==> src/hw/rtl/assert_macros.svh <==
// Assertion helpers shared by the RTL files.
`ifndef ASSERT_MACROS_SVH
`define ASSERT_MACROS_SVH

// Same-cycle implication, ignored while reset is held.
`define ASSERT_SAME(label, clk, rst_n, ante, cons) \
    label: assert property (@(posedge clk) disable iff (!(rst_n)) (ante) |-> (cons)) \
        else $error("assertion failed");

// Next-cycle implication, ignored while reset is held.
`define ASSERT_NEXT(label, clk, rst_n, ante, cons) \
    label: assert property (@(posedge clk) disable iff (!(rst_n)) (ante) |=> (cons)) \
        else $error("assertion failed");

`endif

==> src/hw/rtl/ciopfb_pkg.sv <==
package ciopfb_pkg;

    // Access kinds carried in tuser.
    typedef enum logic [1:0] {
        KIND_RD_PORT = 2'd0,
        KIND_RD_DIR  = 2'd1,
        KIND_WR_PORT = 2'd2,
        KIND_WR_DIR  = 2'd3
    } t_kind;

    // Configuration register indexes.
    localparam logic CFG_BIT3_HOLD  = 1'b0;
    localparam logic CFG_BIT67_HOLD = 1'b1;

    localparam int unsigned HOLD_W = 24;
    localparam logic [HOLD_W-1:0] HOLD3_RESET  = 24'd985248;
    localparam logic [HOLD_W-1:0] HOLD67_RESET = 24'd360000;

    // Input levels of the undriven pins, and the motor control bit.
    localparam logic [7:0] PULLUP_BITS    = 8'h07;
    localparam logic [7:0] TAPE_SENSE_BIT = 8'h10;
    localparam logic [7:0] MOTOR_BIT      = 8'h20;

    localparam int unsigned RESULT_W = 21;
    localparam int unsigned OUT_TDATA_W = 24;

    // Fixed-width fields of an accepted input word (the cycle count travels apart).
    typedef struct packed {
        t_kind      kind;
        logic [7:0] write_data;
        logic       play_key;
        logic [7:0] vic_last_byte;
    } t_in_ctl;

    // One result word.
    typedef struct packed {
        logic [7:0] read_data;
        logic       motor_update;
        logic       motor_on;
        logic       ram_write;
        logic       ram_write_addr;
        logic [7:0] ram_write_data;
        logic       bank_update;
    } t_result;

endpackage

==> src/hw/rtl/cpu_io_port_with_floating_bits.sv <==
// Channel   Direction  Handshake                       Payload
// s_axis    in         s_axis_tvalid / s_axis_tready   tdata: access fields, tuser: kind
// m_axis    out        m_axis_tvalid / m_axis_tready   tdata: result fields
// cfg       in         i_cfg_we (no wait)              i_cfg_addr, i_cfg_wdata
//
// One word is accepted every cycle unless the output stalls; the port logic sits
// between the input register and the result register, which offers the result.
// Reset is synchronous and active low; it clears the port, direction and
// deadline registers and loads the default hold times.
// A stall on the output backs up through the result and input registers,
// so tready falls only once both hold a word.
`include "assert_macros.svh"

module cpu_io_port_with_floating_bits
    import ciopfb_pkg::*;
#(
    parameter int unsigned CYCLE_WIDTH = 48
) (
    input  logic                   i_clk,
    input  logic                   i_rst_n,
    input  logic                   s_axis_tvalid,
    output logic                   s_axis_tready,
    // write_data[7:0], cycle_now[CYCLE_WIDTH+7:8], play_key, vic_last_byte, zero fill
    input  logic [((CYCLE_WIDTH + 17 + 7) / 8) * 8 - 1:0] s_axis_tdata,
    // kind[1:0]
    input  logic [1:0]             s_axis_tuser,
    output logic                   m_axis_tvalid,
    input  logic                   m_axis_tready,
    // read_data[7:0], motor_update, motor_on, ram_write, ram_write_addr,
    // ram_write_data[19:12], bank_update, zero fill
    output logic [OUT_TDATA_W-1:0] m_axis_tdata,
    input  logic                   i_cfg_we,
    input  logic                   i_cfg_addr,
    input  logic [HOLD_W-1:0]      i_cfg_wdata
);

    localparam int unsigned InTdataW = ((CYCLE_WIDTH + 17 + 7) / 8) * 8;

    logic                   w_in_valid;
    t_in_ctl                w_ctl;
    logic [CYCLE_WIDTH-1:0] w_cycle;
    logic                   w_out_free;
    logic                   w_advance;
    t_result                w_result;

    // A word moves from the input register into the result register.
    assign w_advance = w_in_valid && w_out_free;

    ciopfb_in_stage #(
        .CYCLE_WIDTH (CYCLE_WIDTH),
        .TDATA_W     (InTdataW)
    ) u_in (
        .i_clk         (i_clk),
        .i_rst_n       (i_rst_n),
        .s_axis_tvalid (s_axis_tvalid),
        .s_axis_tready (s_axis_tready),
        .s_axis_tdata  (s_axis_tdata),
        .s_axis_tuser  (s_axis_tuser),
        .i_advance     (w_advance),
        .o_valid       (w_in_valid),
        .o_ctl         (w_ctl),
        .o_cycle       (w_cycle)
    );

    ciopfb_core #(
        .CYCLE_WIDTH (CYCLE_WIDTH)
    ) u_core (
        .i_clk       (i_clk),
        .i_rst_n     (i_rst_n),
        .i_cfg_we    (i_cfg_we),
        .i_cfg_addr  (i_cfg_addr),
        .i_cfg_wdata (i_cfg_wdata),
        .i_advance   (w_advance),
        .i_ctl       (w_ctl),
        .i_cycle     (w_cycle),
        .o_result    (w_result)
    );

    ciopfb_out_stage u_out (
        .i_clk         (i_clk),
        .i_rst_n       (i_rst_n),
        .i_advance     (w_advance),
        .i_result      (w_result),
        .o_free        (w_out_free),
        .m_axis_tvalid (m_axis_tvalid),
        .m_axis_tready (m_axis_tready),
        .m_axis_tdata  (m_axis_tdata)
    );

    `ASSERT_NEXT(a_adv_gives_out, i_clk, i_rst_n, w_advance, m_axis_tvalid)
    `ASSERT_SAME(a_adv_needs_room, i_clk, i_rst_n, w_advance, !m_axis_tvalid || m_axis_tready)
    `ASSERT_NEXT(a_idle_keeps_in, i_clk, i_rst_n, w_in_valid && !w_out_free, w_in_valid)

endmodule

==> src/hw/rtl/ciopfb_in_stage.sv <==
module ciopfb_in_stage
    import ciopfb_pkg::*;
#(
    parameter int unsigned CYCLE_WIDTH = 48,
    parameter int unsigned TDATA_W     = ((CYCLE_WIDTH + 17 + 7) / 8) * 8
) (
    input  logic                   i_clk,
    input  logic                   i_rst_n,
    input  logic                   s_axis_tvalid,
    output logic                   s_axis_tready,
    input  logic [TDATA_W-1:0]     s_axis_tdata,
    input  logic [1:0]             s_axis_tuser,
    input  logic                   i_advance,
    output logic                   o_valid,
    output t_in_ctl                o_ctl,
    output logic [CYCLE_WIDTH-1:0] o_cycle
);

    logic                   r_valid;
    logic                   n_valid;
    t_in_ctl                r_ctl;
    logic [CYCLE_WIDTH-1:0] r_cycle;
    logic                   w_take;

    // The register is free when empty or when its word moves on this cycle.
    assign s_axis_tready = !r_valid || i_advance;
    assign w_take        = s_axis_tvalid && s_axis_tready;

    always_comb begin
        if (w_take) begin
            n_valid = 1'b1;
        end else if (i_advance) begin
            n_valid = 1'b0;
        end else begin
            n_valid = r_valid;
        end
    end

    always_ff @(posedge i_clk) begin
        if (!i_rst_n) begin
            r_valid <= 1'b0;
        end else begin
            r_valid <= n_valid;
        end
    end

    // Unpack the word into its fields.
    always_ff @(posedge i_clk) begin
        if (w_take) begin
            r_ctl.kind          <= t_kind'(s_axis_tuser);
            r_ctl.write_data    <= s_axis_tdata[7:0];
            r_cycle             <= s_axis_tdata[8 +: CYCLE_WIDTH];
            r_ctl.play_key      <= s_axis_tdata[8 + CYCLE_WIDTH];
            r_ctl.vic_last_byte <= s_axis_tdata[9 + CYCLE_WIDTH +: 8];
        end
    end

    assign o_valid = r_valid;
    assign o_ctl   = r_ctl;
    assign o_cycle = r_cycle;

endmodule

==> src/hw/rtl/ciopfb_core.sv <==
`include "assert_macros.svh"

module ciopfb_core
    import ciopfb_pkg::*;
#(
    parameter int unsigned CYCLE_WIDTH = 48
) (
    input  logic                   i_clk,
    input  logic                   i_rst_n,
    input  logic                   i_cfg_we,
    input  logic                   i_cfg_addr,
    input  logic [HOLD_W-1:0]      i_cfg_wdata,
    input  logic                   i_advance,
    input  t_in_ctl                i_ctl,
    input  logic [CYCLE_WIDTH-1:0] i_cycle,
    output t_result                o_result
);

    logic [HOLD_W-1:0]      r_hold3;
    logic [HOLD_W-1:0]      r_hold67;
    logic [7:0]             r_port_value;
    logic [7:0]             r_direction_value;
    logic [CYCLE_WIDTH-1:0] r_bit3_deadline;
    logic [CYCLE_WIDTH-1:0] r_bit6_deadline;
    logic [CYCLE_WIDTH-1:0] r_bit7_deadline;
    logic [CYCLE_WIDTH-1:0] n_bit3_deadline;
    logic [CYCLE_WIDTH-1:0] n_bit6_deadline;
    logic [CYCLE_WIDTH-1:0] n_bit7_deadline;
    logic [CYCLE_WIDTH-1:0] w_due3;
    logic [CYCLE_WIDTH-1:0] w_due67;
    logic [7:0]             w_levels;
    logic                   w_wr_port;
    logic                   w_wr_dir;

    // New deadline of one capacitive bit on a direction write.
    function automatic logic [CYCLE_WIDTH-1:0] f_float(
        input logic [CYCLE_WIDTH-1:0] deadline,
        input logic                   old_dir,
        input logic                   new_dir,
        input logic                   port_bit,
        input logic [CYCLE_WIDTH-1:0] due
    );
        logic [CYCLE_WIDTH-1:0] v;
        v = deadline;
        if (new_dir) begin
            v = '0;
        end
        if (old_dir && !new_dir && port_bit) begin
            v = due;
        end
        return v;
    endfunction

    assign w_wr_port = i_advance && (i_ctl.kind == KIND_WR_PORT);
    assign w_wr_dir  = i_advance && (i_ctl.kind == KIND_WR_DIR);

    // Configuration writes.
    always_ff @(posedge i_clk) begin
        if (!i_rst_n) begin
            r_hold3  <= HOLD3_RESET;
            r_hold67 <= HOLD67_RESET;
        end else if (i_cfg_we) begin
            if (i_cfg_addr == CFG_BIT3_HOLD) begin
                r_hold3 <= i_cfg_wdata;
            end else begin
                r_hold67 <= i_cfg_wdata;
            end
        end
    end

    // Discharge deadlines: the sum wraps at the cycle width.
    assign w_due3  = i_cycle + CYCLE_WIDTH'(r_hold3);
    assign w_due67 = i_cycle + CYCLE_WIDTH'(r_hold67);

    always_comb begin
        n_bit3_deadline = f_float(r_bit3_deadline, r_direction_value[3],
                                  i_ctl.write_data[3], r_port_value[3], w_due3);
        n_bit6_deadline = f_float(r_bit6_deadline, r_direction_value[6],
                                  i_ctl.write_data[6], r_port_value[6], w_due67);
        n_bit7_deadline = f_float(r_bit7_deadline, r_direction_value[7],
                                  i_ctl.write_data[7], r_port_value[7], w_due67);
    end

    // Port state.
    always_ff @(posedge i_clk) begin
        if (!i_rst_n) begin
            r_port_value      <= '0;
            r_direction_value <= '0;
            r_bit3_deadline   <= '0;
            r_bit6_deadline   <= '0;
            r_bit7_deadline   <= '0;
        end else begin
            if (w_wr_port) begin
                r_port_value <= i_ctl.write_data;
            end
            if (w_wr_dir) begin
                r_direction_value <= i_ctl.write_data;
                r_bit3_deadline   <= n_bit3_deadline;
                r_bit6_deadline   <= n_bit6_deadline;
                r_bit7_deadline   <= n_bit7_deadline;
            end
        end
    end

    // Levels seen on the pins that are inputs.
    always_comb begin
        w_levels    = PULLUP_BITS;
        w_levels[3] = r_bit3_deadline > i_cycle;
        w_levels[6] = r_bit6_deadline > i_cycle;
        w_levels[7] = r_bit7_deadline > i_cycle;
        if (!i_ctl.play_key) begin
            w_levels = w_levels | TAPE_SENSE_BIT;
        end
    end

    // Result of the access.
    always_comb begin
        o_result = '0;
        case (i_ctl.kind)
            KIND_RD_PORT: begin
                o_result.read_data = (r_port_value & r_direction_value)
                                   | (w_levels & ~r_direction_value);
            end
            KIND_RD_DIR: begin
                o_result.read_data = r_direction_value;
            end
            KIND_WR_PORT: begin
                if ((r_direction_value & MOTOR_BIT) != 8'h00) begin
                    o_result.motor_update = 1'b1;
                    o_result.motor_on     = (i_ctl.write_data & MOTOR_BIT) == 8'h00;
                end
                o_result.ram_write      = 1'b1;
                o_result.ram_write_addr = 1'b1;
                o_result.ram_write_data = i_ctl.vic_last_byte;
                o_result.bank_update    = 1'b1;
            end
            KIND_WR_DIR: begin
                o_result.ram_write      = 1'b1;
                o_result.ram_write_addr = 1'b0;
                o_result.ram_write_data = i_ctl.vic_last_byte;
                o_result.bank_update    = 1'b1;
            end
            default: begin
                o_result = '0;
            end
        endcase
    end

    `ASSERT_NEXT(a_dir_written, i_clk, i_rst_n, w_wr_dir, r_direction_value == $past(i_ctl.write_data))
    `ASSERT_NEXT(a_out_clears_b3, i_clk, i_rst_n, w_wr_dir && i_ctl.write_data[3], r_bit3_deadline == '0)
    `ASSERT_NEXT(a_port_holds, i_clk, i_rst_n, !w_wr_port, $stable(r_port_value))

endmodule

==> src/hw/rtl/ciopfb_out_stage.sv <==
module ciopfb_out_stage
    import ciopfb_pkg::*;
(
    input  logic                   i_clk,
    input  logic                   i_rst_n,
    input  logic                   i_advance,
    input  t_result                i_result,
    output logic                   o_free,
    output logic                   m_axis_tvalid,
    input  logic                   m_axis_tready,
    output logic [OUT_TDATA_W-1:0] m_axis_tdata
);

    logic    r_valid;
    logic    n_valid;
    t_result r_result;

    // The result register takes a new word when empty or being emptied.
    assign o_free = !r_valid || m_axis_tready;

    always_comb begin
        if (i_advance) begin
            n_valid = 1'b1;
        end else if (m_axis_tready) begin
            n_valid = 1'b0;
        end else begin
            n_valid = r_valid;
        end
    end

    always_ff @(posedge i_clk) begin
        if (!i_rst_n) begin
            r_valid <= 1'b0;
        end else begin
            r_valid <= n_valid;
        end
    end

    always_ff @(posedge i_clk) begin
        if (i_advance) begin
            r_result <= i_result;
        end
    end

    // Pack from the lowest bit up, zero filled to whole bytes.
    assign m_axis_tvalid = r_valid;
    assign m_axis_tdata  = {
        (OUT_TDATA_W - RESULT_W)'(0),
        r_result.bank_update,
        r_result.ram_write_data,
        r_result.ram_write_addr,
        r_result.ram_write,
        r_result.motor_on,
        r_result.motor_update,
        r_result.read_data
    };

endmodule
==> config.mk <==
export PLATFORM = sky130hd
export DESIGN_NAME = cpu_io_port_with_floating_bits
export DESIGN_NICKNAME = d
export VERILOG_FILES = /design/src/hw/rtl/ciopfb_pkg.sv /design/src/hw/rtl/cpu_io_port_with_floating_bits.sv /design/src/hw/rtl/ciopfb_in_stage.sv /design/src/hw/rtl/ciopfb_core.sv /design/src/hw/rtl/ciopfb_out_stage.sv
export VERILOG_INCLUDE_DIRS = /design/src /design/src/hw/rtl
export SDC_FILE = /design/constraint.sdc
export NUM_CORES = 1
export LEC_CHECK = 0
export BUFFER_PORTS_ARGS = -buffer_cell sky130_fd_sc_hd__buf_2
export CAP_MARGIN = 20
export CORE_AREA = 2 2 230 175
export DETAILED_ROUTE_END_ITERATION = 16
export DIE_AREA = 0 0 232 177
export GPL_TIMING_DRIVEN = 0
export PLACE_DENSITY_LB_ADDON = 0.12
export SYNTH_ARGS = -nofsm -noshare
export SYNTH_HDL_FRONTEND = slang
export SYNTH_SLANG_ARGS = --single-unit
==> constraint.sdc <==
create_clock -name i_clk -period 3 [get_ports i_clk]
set_input_delay 0.6 -clock i_clk [delete_from_list [all_inputs] [get_ports i_clk]]
set_output_delay 0.6 -clock i_clk [all_outputs]
set_load 0.02 [all_outputs]
-- Word-level counts from Yosys, hierarchy flattened
Index checks and enable logic that the tools add are counted.
- mux-type cells: 14
- bitwise logic cells: 5
- reduce and logical (&&, ||, !) cells: 30
- equal/unequal tests: 3
- add/sub/neg operators: 2
- $lt $le $gt $ge: 3
- operators by type and width (cell ; count):
    $mux 48 ; 6
    $gt 48x48->1 ; 3
    $add 48x24->48 ; 2
    $pmux 11 s2 ; 1
    $and 8x8->8 ; 2
    $pmux 8 s2 ; 1
    $reduce_and 2->1 ; 6
    $logic_and 1x1->1 ; 10
    $reduce_bool 2->1 ; 5
    $logic_not 8->1 ; 1
    $not 8->8 ; 1
    $or 8x8->8 ; 1
    $logic_not 1->1 ; 5
    $mux 5 ; 1
    $eq 2x2->1 const B ; 2
    $mux 1 ; 4
    $eq 2x1->1 const B ; 1
    $logic_not 2->1 ; 1
    $logic_or 1x1->1 ; 2
    $mux 2 ; 1
    $not 1->1 ; 1
- logic and storage cells: 78
- register bits after elaboration: 298
- output and inout port bits: 26

-- Logic depth before layout (Yosys ltp)
Gate-level depths: netlist of run 1.
- depth in word-level cells: 6
- depth in mapped cells: 12
- mapped depth without buffers: 11

-- Cells and area by module
A second synthesis of run 1 with hierarchy kept.
- cells, all modules: 1803
- area, all modules: 16737.3 sq um
- by module, submodules not included (module ; area an instance (sq um) ; cells each ; seq. area each (sq um) ; times used):
    ciopfb_core ; 13955.9 ; 1701 ; 4164.0 ; 1
    ciopfb_in_stage ; 2069.5 ; 72 ; 2031.9 ; 1
    ciopfb_out_stage ; 705.7 ; 29 ; 650.6 ; 1
    cpu_io_port_with_floating_bits ; 6.3 ; 1 ; 0.0 ; 1

-- Worst setup path before layout of run 1
Ideal clock, no wire load.
- kind: input port to flip-flop
- start point: in m_axis_tready
- end point: reg u_in.r_ctl (netlist bit u_in.o_ctl[0]), enable pin
- stages on the path: 3
- data arrival time: 2.468 ns
- path slack: 0.100 ns
- buffers on the path: 0
- path through: nor2b_1 > nand2_1 > and2_1
- cells in the longest elaborated chain, start to end: 4
- ends and longest elaborated chain (what ; RTL line ; text):
    from (decl) ; cpu_io_port_with_floating_bits.sv:28 ; input logic m_axis_tready,
    $logic_or 1x1->1 ; ciopfb_out_stage.sv:19 ; assign o_free = !r_valid || m_axis_tready;
    $logic_and 1x1->1 ; cpu_io_port_with_floating_bits.sv:47 ; assign w_advance = w_in_valid && w_out_free;
    $logic_or 1x1->1 ; ciopfb_in_stage.sv:26 ; assign s_axis_tready = !r_valid || i_advance;
    net s_axis_tready ; cpu_io_port_with_floating_bits.sv:22 ; output logic s_axis_tready,
    $logic_and 1x1->1 ; ciopfb_in_stage.sv:27 ; assign w_take = s_axis_tvalid && s_axis_tready;
    to (decl) ; ciopfb_in_stage.sv:21 ; t_in_ctl r_ctl;
The timed path passes the listed nets, and every way through them passes these cells.
A chain may end at the register's enable or synchronous reset.

-- Worst setup path in the final report of run 1
- start point: reg u_in.r_cycle[0] (netlist: u_in.o_cycle[0])
- end point: reg u_core.r_bit7_deadline[26]
- cells in the longest elaborated chain, start to end: 2
- ends and longest elaborated chain (what ; RTL line ; text):
    from (decl) ; ciopfb_in_stage.sv:22 ; logic [CYCLE_WIDTH-1:0] r_cycle;
    from (signal assigned) ; ciopfb_in_stage.sv:52 ; r_cycle <= s_axis_tdata[8 +: CYCLE_WIDTH];
    $add 48x24->48 ; ciopfb_core.sv:73 ; assign w_due67 = i_cycle + CYCLE_WIDTH'(r_hold67);
    $mux 48 ; ciopfb_core.sv:48 ; if (old_dir && !new_dir && port_bit) begin
    to (signal assigned) ; ciopfb_core.sv:100 ; r_bit7_deadline <= n_bit7_deadline;
    to (decl) ; ciopfb_core.sv:25 ; logic [CYCLE_WIDTH-1:0] r_bit7_deadline;
No other way between the ends.

==> results of run 1 <==
-- per-layer routing --
layer	global-route usage	vias up	wire [microns]
met3	0.0567	59	5380
li1	-	7242	-
met4	0.0526	0	799
met5	0	-	0
met1	0.440	7350	28500
met2	0.394	597	23000
-- repair_timing --
item	4_1_cts	5_1_grt
pin swaps	16	25
setup endpoints to repair	86	86
buffers inserted	12	19
resized for setup	41	66
-- placed cells by master (no fill, tap or decap), drive strengths merged, types with 8 or more instances in the layout --
cell type,Yosys,final
xor2,13,13
a32oi,8,8
edfxtp,87,87
and3,17,17
clkinv,1,12
ha,192,192
and4,10,10
o21ai,106,106
a31oi,16,16
and2,27,27
nand2b,16,16
nor4,12,12
nand2,281,281
nor3,21,21
a21oi,107,107
a22o,28,28
a21boi,53,53
a21o,78,78
or3,27,27
a211oi,9,9
buf,22,171
inv,72,72
nand3,76,76
dfxtp,210,210
o211ai,18,18
nand4,43,43
a22oi,31,31
a221oi,9,9
xnor2,52,52
clkbuf,65,106
nor2,59,59
nor2b,50,50
-- area by class of cell --
cell class / instances / area, sq um / area share
plain buffers: 82 / 373 / 0.0184
clock buffers: 45 / 943 / 0.0465
inverters: 73 / 280 / 0.0138
multi-input cells: 1433 / 10200 / 0.503
clock inverters: 18 / 146 / 0.00721
repair buffers: 150 / 890 / 0.0438
well taps: 520 / 651 / 0.0320
flip-flops and latches: 297 / 6820 / 0.336
-- synthesized netlist by cell type, types with 20 or more instances --
library cell	instances
a21boi_0	53
a21o_1	78
a21oi_1	105
a22o_1	28
a22oi_1	31
and2_1	27
clkbuf_1	63
dfxtp_1	210
edfxtp_1	87
ha_1	192
inv_1	71
nand2_1	281
nand3_1	76
nand4_1	42
nor2_1	59
nor2b_1	50
nor3_1	20
o21ai_0	90
or3_1	27
xnor2_1	52
-- metrics by stage --
step | setup TNS [ns] | utilization | total power (uW) | area [sq um]
2_1_floorplan | 0 | - | 5250 | 17300
6_report | 0 | 0.521 | 9950 | 20300
5_1_grt | -0.490 | 0.521 | 10300 | 20300
3_5_place_dp | -33.94 | 0.475 | 5730 | 18500
3_3_place_gp | -99.61 | 0.474 | 5730 | 18500
4_1_cts | -0.0130 | 0.510 | 9920 | 19900
-- critical path, delay by kind of cell, from the launching register on --
| family | cells | cell delay, ns |
|---|---|---|
| fa+ha+maj | 2 | 0.61 |
| buf+inv | 2 | 0.20 |
| simple gates | 2 | 0.28 |
| flops | 1 | 0.41 |
| compound gates | 6 | 1.29 |
-- power groups by stage --
stage / logic (uW) / registers (uW) / clock network, uW
final: 1470 / 4350 / 4130
after detailed placement: 1310 / 4430 / 0
after CTS: 1370 / 4340 / 4200
after floorplan: 852 / 4400 / 0
after global routing: 1590 / 4360 / 4370
after global placement: 1300 / 4430 / 0
-- logic make-up after synthesis --
logic type,count (synthesis),share of synthesized area
AND/OR/NAND/NOR,659,0.189
AO/OA/AOI/OAI,506,0.200
flip-flops,297,0.395
adder cells (fa/ha/maj),194,0.142
buffers and inverters,160,0.0374
XOR/XNOR,65,0.0330
multiplexers,6,0.00348
other,1,0.000217
-- state kept, by name, summed over array words and instances, names as in the netlist --
signal,count
u_core.r_hold3,24
u_out.m_axis_tdata,20
u_core.r_bit6_deadline,48
u_core.r_hold67,24
u_in.o_valid,1
u_core.r_bit3_deadline,48
u_in.o_ctl,19
u_core.r_direction_value,8
u_core.r_bit7_deadline,48
u_core.r_port_value,8
u_in.o_cycle,48
u_out.m_axis_tvalid,1
-- path summary, 6_finish.rpt --
path / to / startpoint / slack [ns] / depth (start not counted)
setup / recovery: u_core.r_bit7_deadline[26] / u_in.o_cycle[0] / 0.03 / 12
hold / removal: u_in.o_ctl[11] / s_axis_tdata[2] / 0.23 / 1
setup reg to reg: u_core.r_bit7_deadline[26] / u_in.o_cycle[0] / 0.03 / 12
hold reg to reg: u_core.r_bit6_deadline[30] / u_core.r_bit6_deadline[30] / 0.46 / 2
==> qor.yml, run 1 <==
nFillCells: 3666
critPathMostFrequentCell: "a221oi_4"
place_congestion: 0.919
end_kind: "register"
final_antenna_net_count: 0
power_switching_share: 0.285
syn_to_final_growth_pct: 17.8
clock_power_share: 0.415
cp.required_ns: 3.37
synth_area_leaders: "dfxtp_1 24%, edfxtp_1 15%, ha_1 14%"
drt-pass1-iter-count: 6
postCtsHoldBufs: 0
post-place-cells: 2530
antenna_found_initial: 2
finalClockSkew_ns: 0.0239
arrival_ns: 3.34
dp_hpwl_microns: 43800
cts_tree: "done"
routed_wirelength_microns: 57600
seqPwrFrac: 0.437
synth_top_area_frac: 0.244
finalCritPeriodShare: 0.989
final_cells: 2618
ir_drop_uv: 401
start_util: 0.442
dieHeight_microns: 177
die_width_microns: 232
drc_errors: 0
ys_seq_area_frac: 0.395
grt_max_degree: 43
synth_area_sq_um: 17200
cp-start-kind: "register"
hold_slack_ns: 0.233
setup_viol: 0
grt_pass1_wl_microns: 87400
grt_usage: 0.281
rsz0062_at_grt: "yes"
finalHoldViolCount: 0
final.min_clock_period_ns: 2.97
status: "complete, no violations"
p_sw_uw: 2840
p_int_uw: 7110
drt_iter0_drc: 1490
cts_buffer_depth: 3
fp.coreArea_sq_um: 39000
cap_violations: 0
antenna-diode-count: 0
p_comb_frac: 0.148
ys_ff_latch: 297
yosys_warnings: 0
powerDensity_nw_per_um2: 490
synthCells: 1888
path_max_fanout: 5
tightest_slew_ns: 0.967
fmax_mhz: 337
ios: 130
avgViaCountPerCell: 5.82
path_clk_slew_ns: 0.06
cts_root_buf: "clkbuf_16"
port_buffers: 119
h-tree-depth: 2
crit_slowest_cell: "edfxtp_1"
avgSynthCellArea_sq_um: 9.14
rows: 63
async_reset_ff_frac: 0
grt_overflow: 0
clock_latency_ns: 0.54
synth_edf_count: 87
critical_path_class: "reg2reg"
drive_above_1_share: 0.153
relSlewSlack: 0.353
grt_pass1_vias: 14535
synth.distinct_cells: 79
max_stage_delay_ns: 0.41
cts.sinks: 297
yosysTopAreaCell: "dfxtp_1"
place_ws_ns: -0.551
nNetsFinal: 2370
hp-class: "in2reg"
ys.flop_type: "dfxtp_1"
cts_made_buffers: 35
die-area_sq_um: 41100
final-max-slew-violation-count: 0
worstPathCellList: "ha_2 > inv_2 > fa_2 > nand2b_4 > a21o_4 > a21oi_4 > a221oi_4 > buf_12 > o211ai_4 > nor2_4 > a221oi_4 > o21ai_0"
wl_per_cell_microns: 22.0
fin_ws_ns: 0.0331
num_vias: 15248
p_leak_uw: 0.00883
Power figures use the tool's default switching activity.
==> run 2: changes to the inputs <==
--- a/config.mk
+++ b/config.mk
@@ -9,6 +9,7 @@
 export BUFFER_PORTS_ARGS = -buffer_cell sky130_fd_sc_hd__buf_2
 export CAP_MARGIN = 20
 export CORE_AREA = 2 2 230 175
+export CTS_BUF_LIST = sky130_fd_sc_hd__clkbuf_8
 export DETAILED_ROUTE_END_ITERATION = 16
 export DIE_AREA = 0 0 232 177
 export GPL_TIMING_DRIVEN = 0
==> run 2 against run 1 <==
The flow now finishes with violations (setup timing). Power decreased by 3.5%. Critical path depth decreased by 4. Sequential power about the same. Combinational power about the same. Sequential share of layout area increased by 0.14 points. Via count increased by 0.83%. Wire length increased by 0.73%. Register-to-register slack got worse by 0.06 ns. Design area decreased by 0.41%. Largest power group unchanged.
==> qor.yml, run 2 (synthesis results as in run 1) <==
die_width_microns: 232
finalHoldViolCount: 0
setup_viol: 6
violations: "setup timing"
drt_iter0_drc: 1517
clock_latency_ns: 0.63
antenna_found_initial: 1
dieHeight_microns: 177
cts_buffer_depth: 3
dp_hpwl_microns: 43800
finalClockSkew_ns: 0.0371
cts_tree: "done"
grt_max_degree: 43
critPathMostFrequentCell: "nor2b_1"
final_cell_mix: "280 x nand2_1, 210 x dfxtp_1, 182 x ha_1, 134 x buf_2, 98 x a21oi_1"
drt-pass1-iter-count: 5
h-tree-depth: 2
reg2reg_depth: 8
place_congestion: 0.919
ios: 130
final_common_cell: "nand2_1"
port_buffers: 119
hold_slack_ns: 0.145
final-max-slew-violation-count: 0
status: "finished, violations left"
grt_overflow: 0
start_util: 0.442
powerDensity_nw_per_um2: 475
num_vias: 15375
grt_pass1_vias: 14651
final_antenna_net_count: 0
max_stage_delay_ns: 0.47
worstHoldEndpoint: "u_in.o_ctl[3]"
syn_to_final_growth_pct: 17.3
avgViaCountPerCell: 5.81
hp-start: "s_axis_tdata[60]"
place_ws_ns: -0.551
fmax_mhz: 330
postCtsHoldBufs: 0
final.min_clock_period_ns: 3.03
grt_usage: 0.282
routed_wirelength_microns: 58100
path_max_fanout: 10
ir_drop_uv: 320
cts_root_buf: "clkbuf_8"
nNetsFinal: 2384
p_leak_uw: 0.00888
arrival_ns: 3.57
reg2reg_slack_ns: -0.03
critical_path_class: "reg2reg"
fin_ws_ns: -0.0258
cp-start-kind: "register"
r2r-end: "u_core.r_bit6_deadline[33]"
rsz0062_at_grt: "yes"
cap_violations: 0
end_kind: "register"
rr_startpoint: "u_out.m_axis_tvalid"
rows: 63
crit_slowest_cell: "nor3_2"
drc_errors: 0
multi_input_area_sq_um: 10200
fp.coreArea_sq_um: 39000
drive_above_1_share: 0.156
worstPathCellList: "nor2b_1 > nor2b_1 > nand3_1 > nor3_2 > nand2_1 > clkbuf_2 > clkbuf_1 > o21ai_0"
seqCellArea_sq_um: 6820
hold-path-cell-count: 1
die-area_sq_um: 41100
grt_pass1_wl_microns: 87300
cts_made_buffers: 51
wl_per_cell_microns: 21.9
critical_path.startpoint: "u_out.m_axis_tvalid"
path_clk_slew_ns: 0.06
finalCritPeriodShare: 1.01
cts.sinks: 297
cp.required_ns: 3.54
nFillCells: 3720
hp-class: "in2reg"
relSlewSlack: 0.321
tightest_slew_ns: 1.02
## run 2: cell types whose count changed in the layout (fill, tap and decap cells not counted), sizes merged
cell	previous run	this run
bufinv	1	2
clkinvlp	6	1
buf	171	169
inv	72	93
clkbuf	106	121
clkinv	12	11
diode	0	1
## run 2: power breakdown
group          internal [uW]  switching (uW)  total (uW)
sequential              4250             102        4350
clock                   1990            1790        3780
combinational            537             937        1470
total                   6780            2830        9600
## run 2: worst max-delay path by stage
stage                                            end  cells after the start
after detailed placement  u_core.r_bit3_deadline[20]                     10
after global routing      u_core.r_bit3_deadline[47]                      9
after global placement              u_in.o_cycle[34]                      4
after floorplan                        u_in.o_ctl[0]                      3
final                     u_core.r_bit6_deadline[33]                      8
after CTS                 u_core.r_bit3_deadline[20]                     11
## run 2: metrics by stage
step	total power [uW]	std cells	setup TNS (ns)	cell area, sq um	util
final	9600	2648	-0.102	20200	0.518
after detailed placement	5730	2530	-33.94	18500	0.475
after global placement	5730	2529	-99.61	18500	0.474
after floorplan	5250	1890	0	17300	-
after CTS	9590	2641	-0.0715	19900	0.511
after global routing	9960	2647	-1.14	20200	0.518
## run 2: repair_timing
item | 4_1_cts | 5_1_grt
endpoints found under the setup margin | 84 | 86
pin swaps | 19 | 8
gates resized for setup | 47 | 52
setup buffers | 18 | 10
## run 2: critical path, delay by kind of cell, from the launching register on
family | cells | cell delay (ns)
AOI/OAI and AO/OA | 1 | 0.27
and+or+nand+nor | 5 | 1.56
DFF | 1 | 0.30
buffers and inverters | 2 | 0.79
## run 2: cell type report
| class | count | area share |
|---|---|---|
| timing repair buffer | 148 | 0.0439 |
| clock buffer | 60 | 0.0408 |
| clock inverter | 34 | 0.0100 |
| multi-input combinational | 1433 | 0.504 |
| tap | 520 | 0.0322 |
| buffer | 82 | 0.0184 |
| inverter | 73 | 0.0139 |
| sequential | 297 | 0.337 |
| antenna | 1 | 0.000124 |
## run 2: per-layer routing
layer | vias up | part of all wire | global-route usage
li1 | 7289 | - | -
met1 | 7414 | 0.50 | 0.432
met2 | 583 | 0.40 | 0.393
met3 | 89 | 0.088 | 0.0685
met4 | 0 | 0.020 | 0.0644
met5 | - | 0 | 0
==> run 3: changes to the inputs <==
--- a/config.mk
+++ b/config.mk
@@ -8,12 +8,13 @@
 export LEC_CHECK = 0
 export BUFFER_PORTS_ARGS = -buffer_cell sky130_fd_sc_hd__buf_2
 export CAP_MARGIN = 20
-export CORE_AREA = 2 2 230 175
+export CORE_AREA = 2 2 226 173
 export CTS_BUF_LIST = sky130_fd_sc_hd__clkbuf_8
 export DETAILED_ROUTE_END_ITERATION = 16
-export DIE_AREA = 0 0 232 177
+export DIE_AREA = 0 0 228 175
 export GPL_TIMING_DRIVEN = 0
 export PLACE_DENSITY_LB_ADDON = 0.12
 export SYNTH_ARGS = -nofsm -noshare
 export SYNTH_HDL_FRONTEND = slang
+export SYNTH_HIERARCHICAL = 1
 export SYNTH_SLANG_ARGS = --single-unit
==> run 3 against run 2 <==
The flow still finishes with violations (setup timing). Fmax fell by 1.1%. Critical path depth is 5 higher. Clock skew is 0.010 ns lower. Utilization up 1.8 points. Sequential cell count grew 1. Via count shrank 6.4%. Cell count down 2.7%. Area after synthesis shrank 3.0%. First-iteration DRC count is 21% lower. Power up 3.7%. Global-route usage decreased by 2.9 points. Critical path type unchanged. Largest power group unchanged.
==> qor.yml, run 3 <==
setup_viol: 13
yosys_warnings: 6
p_int_uw: 7180
final_cell_mix: "254 x nand2_1, 210 x dfxtp_1, 183 x ha_1, 124 x buf_2"
relSlewSlack: 0.336
synthTopCellsByCount: "257 x nand2_1, 210 x dfxtp_1, 192 x ha_1"
grt_usage: 0.253
end_kind: "register"
synth_area_sq_um: 16700
grt_max_degree: 68
synth_xor_xnor_area_share: 0.0424
syn_to_final_growth_pct: 20.7
finalCritPeriodShare: 1.02
fp.coreArea_sq_um: 37700
rows: 62
place_congestion: 0.905
final_antenna_net_count: 0
clock_power_share: 0.409
cts.sinks: 298
violations: "setup timing"
cts_root_buf: "clkbuf_8"
ys.flop_type: "dfxtp_1"
reg2reg_depth: 13
reg2reg_slack_ns: -0.06
synth-compound-area-share: 0.195
grt_pass1_vias: 13889
rsz0062_at_grt: "yes"
placed_area_sq_um: 18000
design_area_sq_um: 20200
ys_seq_area_frac: 0.409
synth_edf_count: 88
drive_above_1_share: 0.185
synthAdderAreaFrac: 0.146
async_reset_ff_frac: 0
synthSimpleGateAreaFrac: 0.167
drc_errors: 0
p_comb_frac: 0.151
antenna-diode-count: 0
avgViaCountPerCell: 5.58
path_max_fanout: 4
clock_latency_ns: 0.61
die-area_sq_um: 39900
finalHoldViolCount: 0
wl_per_cell_microns: 20.0
avgSynthCellArea_sq_um: 9.28
cts_tree: "done"
fmax_mhz: 327
cp-start-kind: "register"
start_util: 0.444
ios: 130
yosysTopAreaCell: "dfxtp_1"
cts_buffer_depth: 3
synth_mux_area_frac: 0.00135
fin_ws_ns: -0.0594
cp.required_ns: 3.46
cts_made_buffers: 51
final_common_cell: "nand2_1"
routed_wirelength_microns: 51400
synth.distinct_cells: 77
rr_startpoint: "u_in/o_cycle[0]"
critical_path.endpoint: "u_core/r_bit3_deadline[39]"
final-max-slew-violation-count: 0
critical_path.startpoint: "u_in/o_cycle[0]"
num_vias: 14391
die_width_microns: 228
path_clk_slew_ns: 0.06
powerDensity_nw_per_um2: 493
power_switching_share: 0.279
grt_overflow: 0
cap_violations: 0
dp_hpwl_microns: 38000
h-tree-depth: 2
grt_pass1_wl_microns: 79100
p_leak_uw: 0.00889
finalClockSkew_ns: 0.0270
synth_area_leaders: "dfxtp_1 25%, edfxtp_1 16%, ha_1 14%"
final_core_util: 0.536
tightest_slew_ns: 0.996
synth.most_common_cell: "nand2_1"
arrival_ns: 3.52
ys_ff_latch: 298
ir_drop_uv: 445
hp-class: "in2reg"
drt-pass1-iter-count: 6
p_sw_uw: 2780
r2r-end: "u_core/r_bit3_deadline[39]"
status: "finished, violations left"
port_buffers: 119
dieHeight_microns: 175
antenna_found_initial: 1
setup_tns_ns: -0.341
final.min_clock_period_ns: 3.06
synth_top_family_by_area: "compound AO/OA/AOI/OAI gates"
seqPwrFrac: 0.440
nNetsFinal: 2323
synthCells: 1803
critical_path_class: "reg2reg"
drt_iter0_drc: 1205
synth_top_area_frac: 0.251
## run 3: cell type report
cell class              count  area (sq um)
fillers                  3578         17500
multi-input cells        1347          9890
flip-flops and latches    298          6850
repair buffers            171          1040
clock buffers              63           867
well taps                 512           641
plain buffers              78           368
inverters                  78           297
clock inverters            30           254
## run 3: what timing repair did
| item | CTS | global route |
|---|---|---|
| hold buffers | 0 | 0 |
| endpoints found under the hold margin | 0 | 0 |
| gates resized for setup | 87 | 80 |
| pin swaps | 38 | 35 |
| setup endpoints to repair | 108 | 100 |
| buffers inserted | 26 | 24 |
| cloned | 1 | 2 |
## run 3: worst min path at each step
| stage | from | end | slack (ns) | depth (start not counted) |
|---|---|---|---|---|
| 3_5_place_dp | u_core/r_bit3_deadline[29] | u_core/r_bit3_deadline[29] | 0.45 | 2 |
| 5_1_grt | s_axis_tdata[28] | u_in/o_cycle[20] | 0.12 | 1 |
| 4_1_cts | s_axis_tdata[17] | u_in/o_cycle[9] | 0.12 | 1 |
| 6_report | s_axis_tdata[17] | u_in/o_cycle[9] | 0.16 | 1 |
| 3_3_place_gp | u_core/r_bit3_deadline[46] | u_core/r_bit3_deadline[46] | 0.44 | 2 |
| 2_1_floorplan | u_core/r_bit3_deadline[11] | u_core/r_bit3_deadline[11] | 0.43 | 2 |
## run 3: power by group through the flow
stage               clock (uW)  combinational, uW  sequential (uW)
global route              4390               1640             4390
floorplan                    0                859             4440
CTS                       4180               1390             4380
global placement             0               1260             4460
finish                    4080               1500             4380
detailed placement           0               1280             4460
## run 3: cells by family after synthesis
family	after synthesis
XOR/XNOR	81
multiplexers	2
AND/OR/NAND/NOR	577
flip-flops	298
adder cells (fa/ha/maj)	194
buffers and inverters	161
other	1
AO/OA/AOI/OAI	489
## run 3: through the flow
stage / hold WS, ns / cells / total power [uW] / setup slack (ns)
finish: 0.161 / 2577 / 9960 / -0.0594
global route: 0.124 / 2577 / 10400 / -0.149
CTS: 0.122 / 2553 / 9950 / -0.0325
detailed placement: 0.448 / 2436 / 5740 / -1.05
global placement: 0.440 / 2436 / 5730 / -1.10
floorplan: 0.429 / 1805 / 5300 / 0.161
## run 3: layer usage
layer	vias to the layer above	global-route usage	wire, microns
li1	6952	-	-
met5	-	0	0
met3	83	0.0552	4140
met4	0	0.0654	997
met2	492	0.368	21000
met1	6864	0.377	25300
## run 3: worst max-delay path, stage by stage (launching register included)
cell and delay (ns):
edfxtp_1 0.45, buf_6 0.16, ha_4 0.15, buf_4 0.13
a211oi_2 0.22, nor2_1 0.15, o311ai_4 0.37, o211ai_1 0.15
buf_4 0.18, a21oi_4 0.26, clkbuf_16 0.20, and2b_1 0.18
xnor2_1 0.19, o21ai_0 0.11
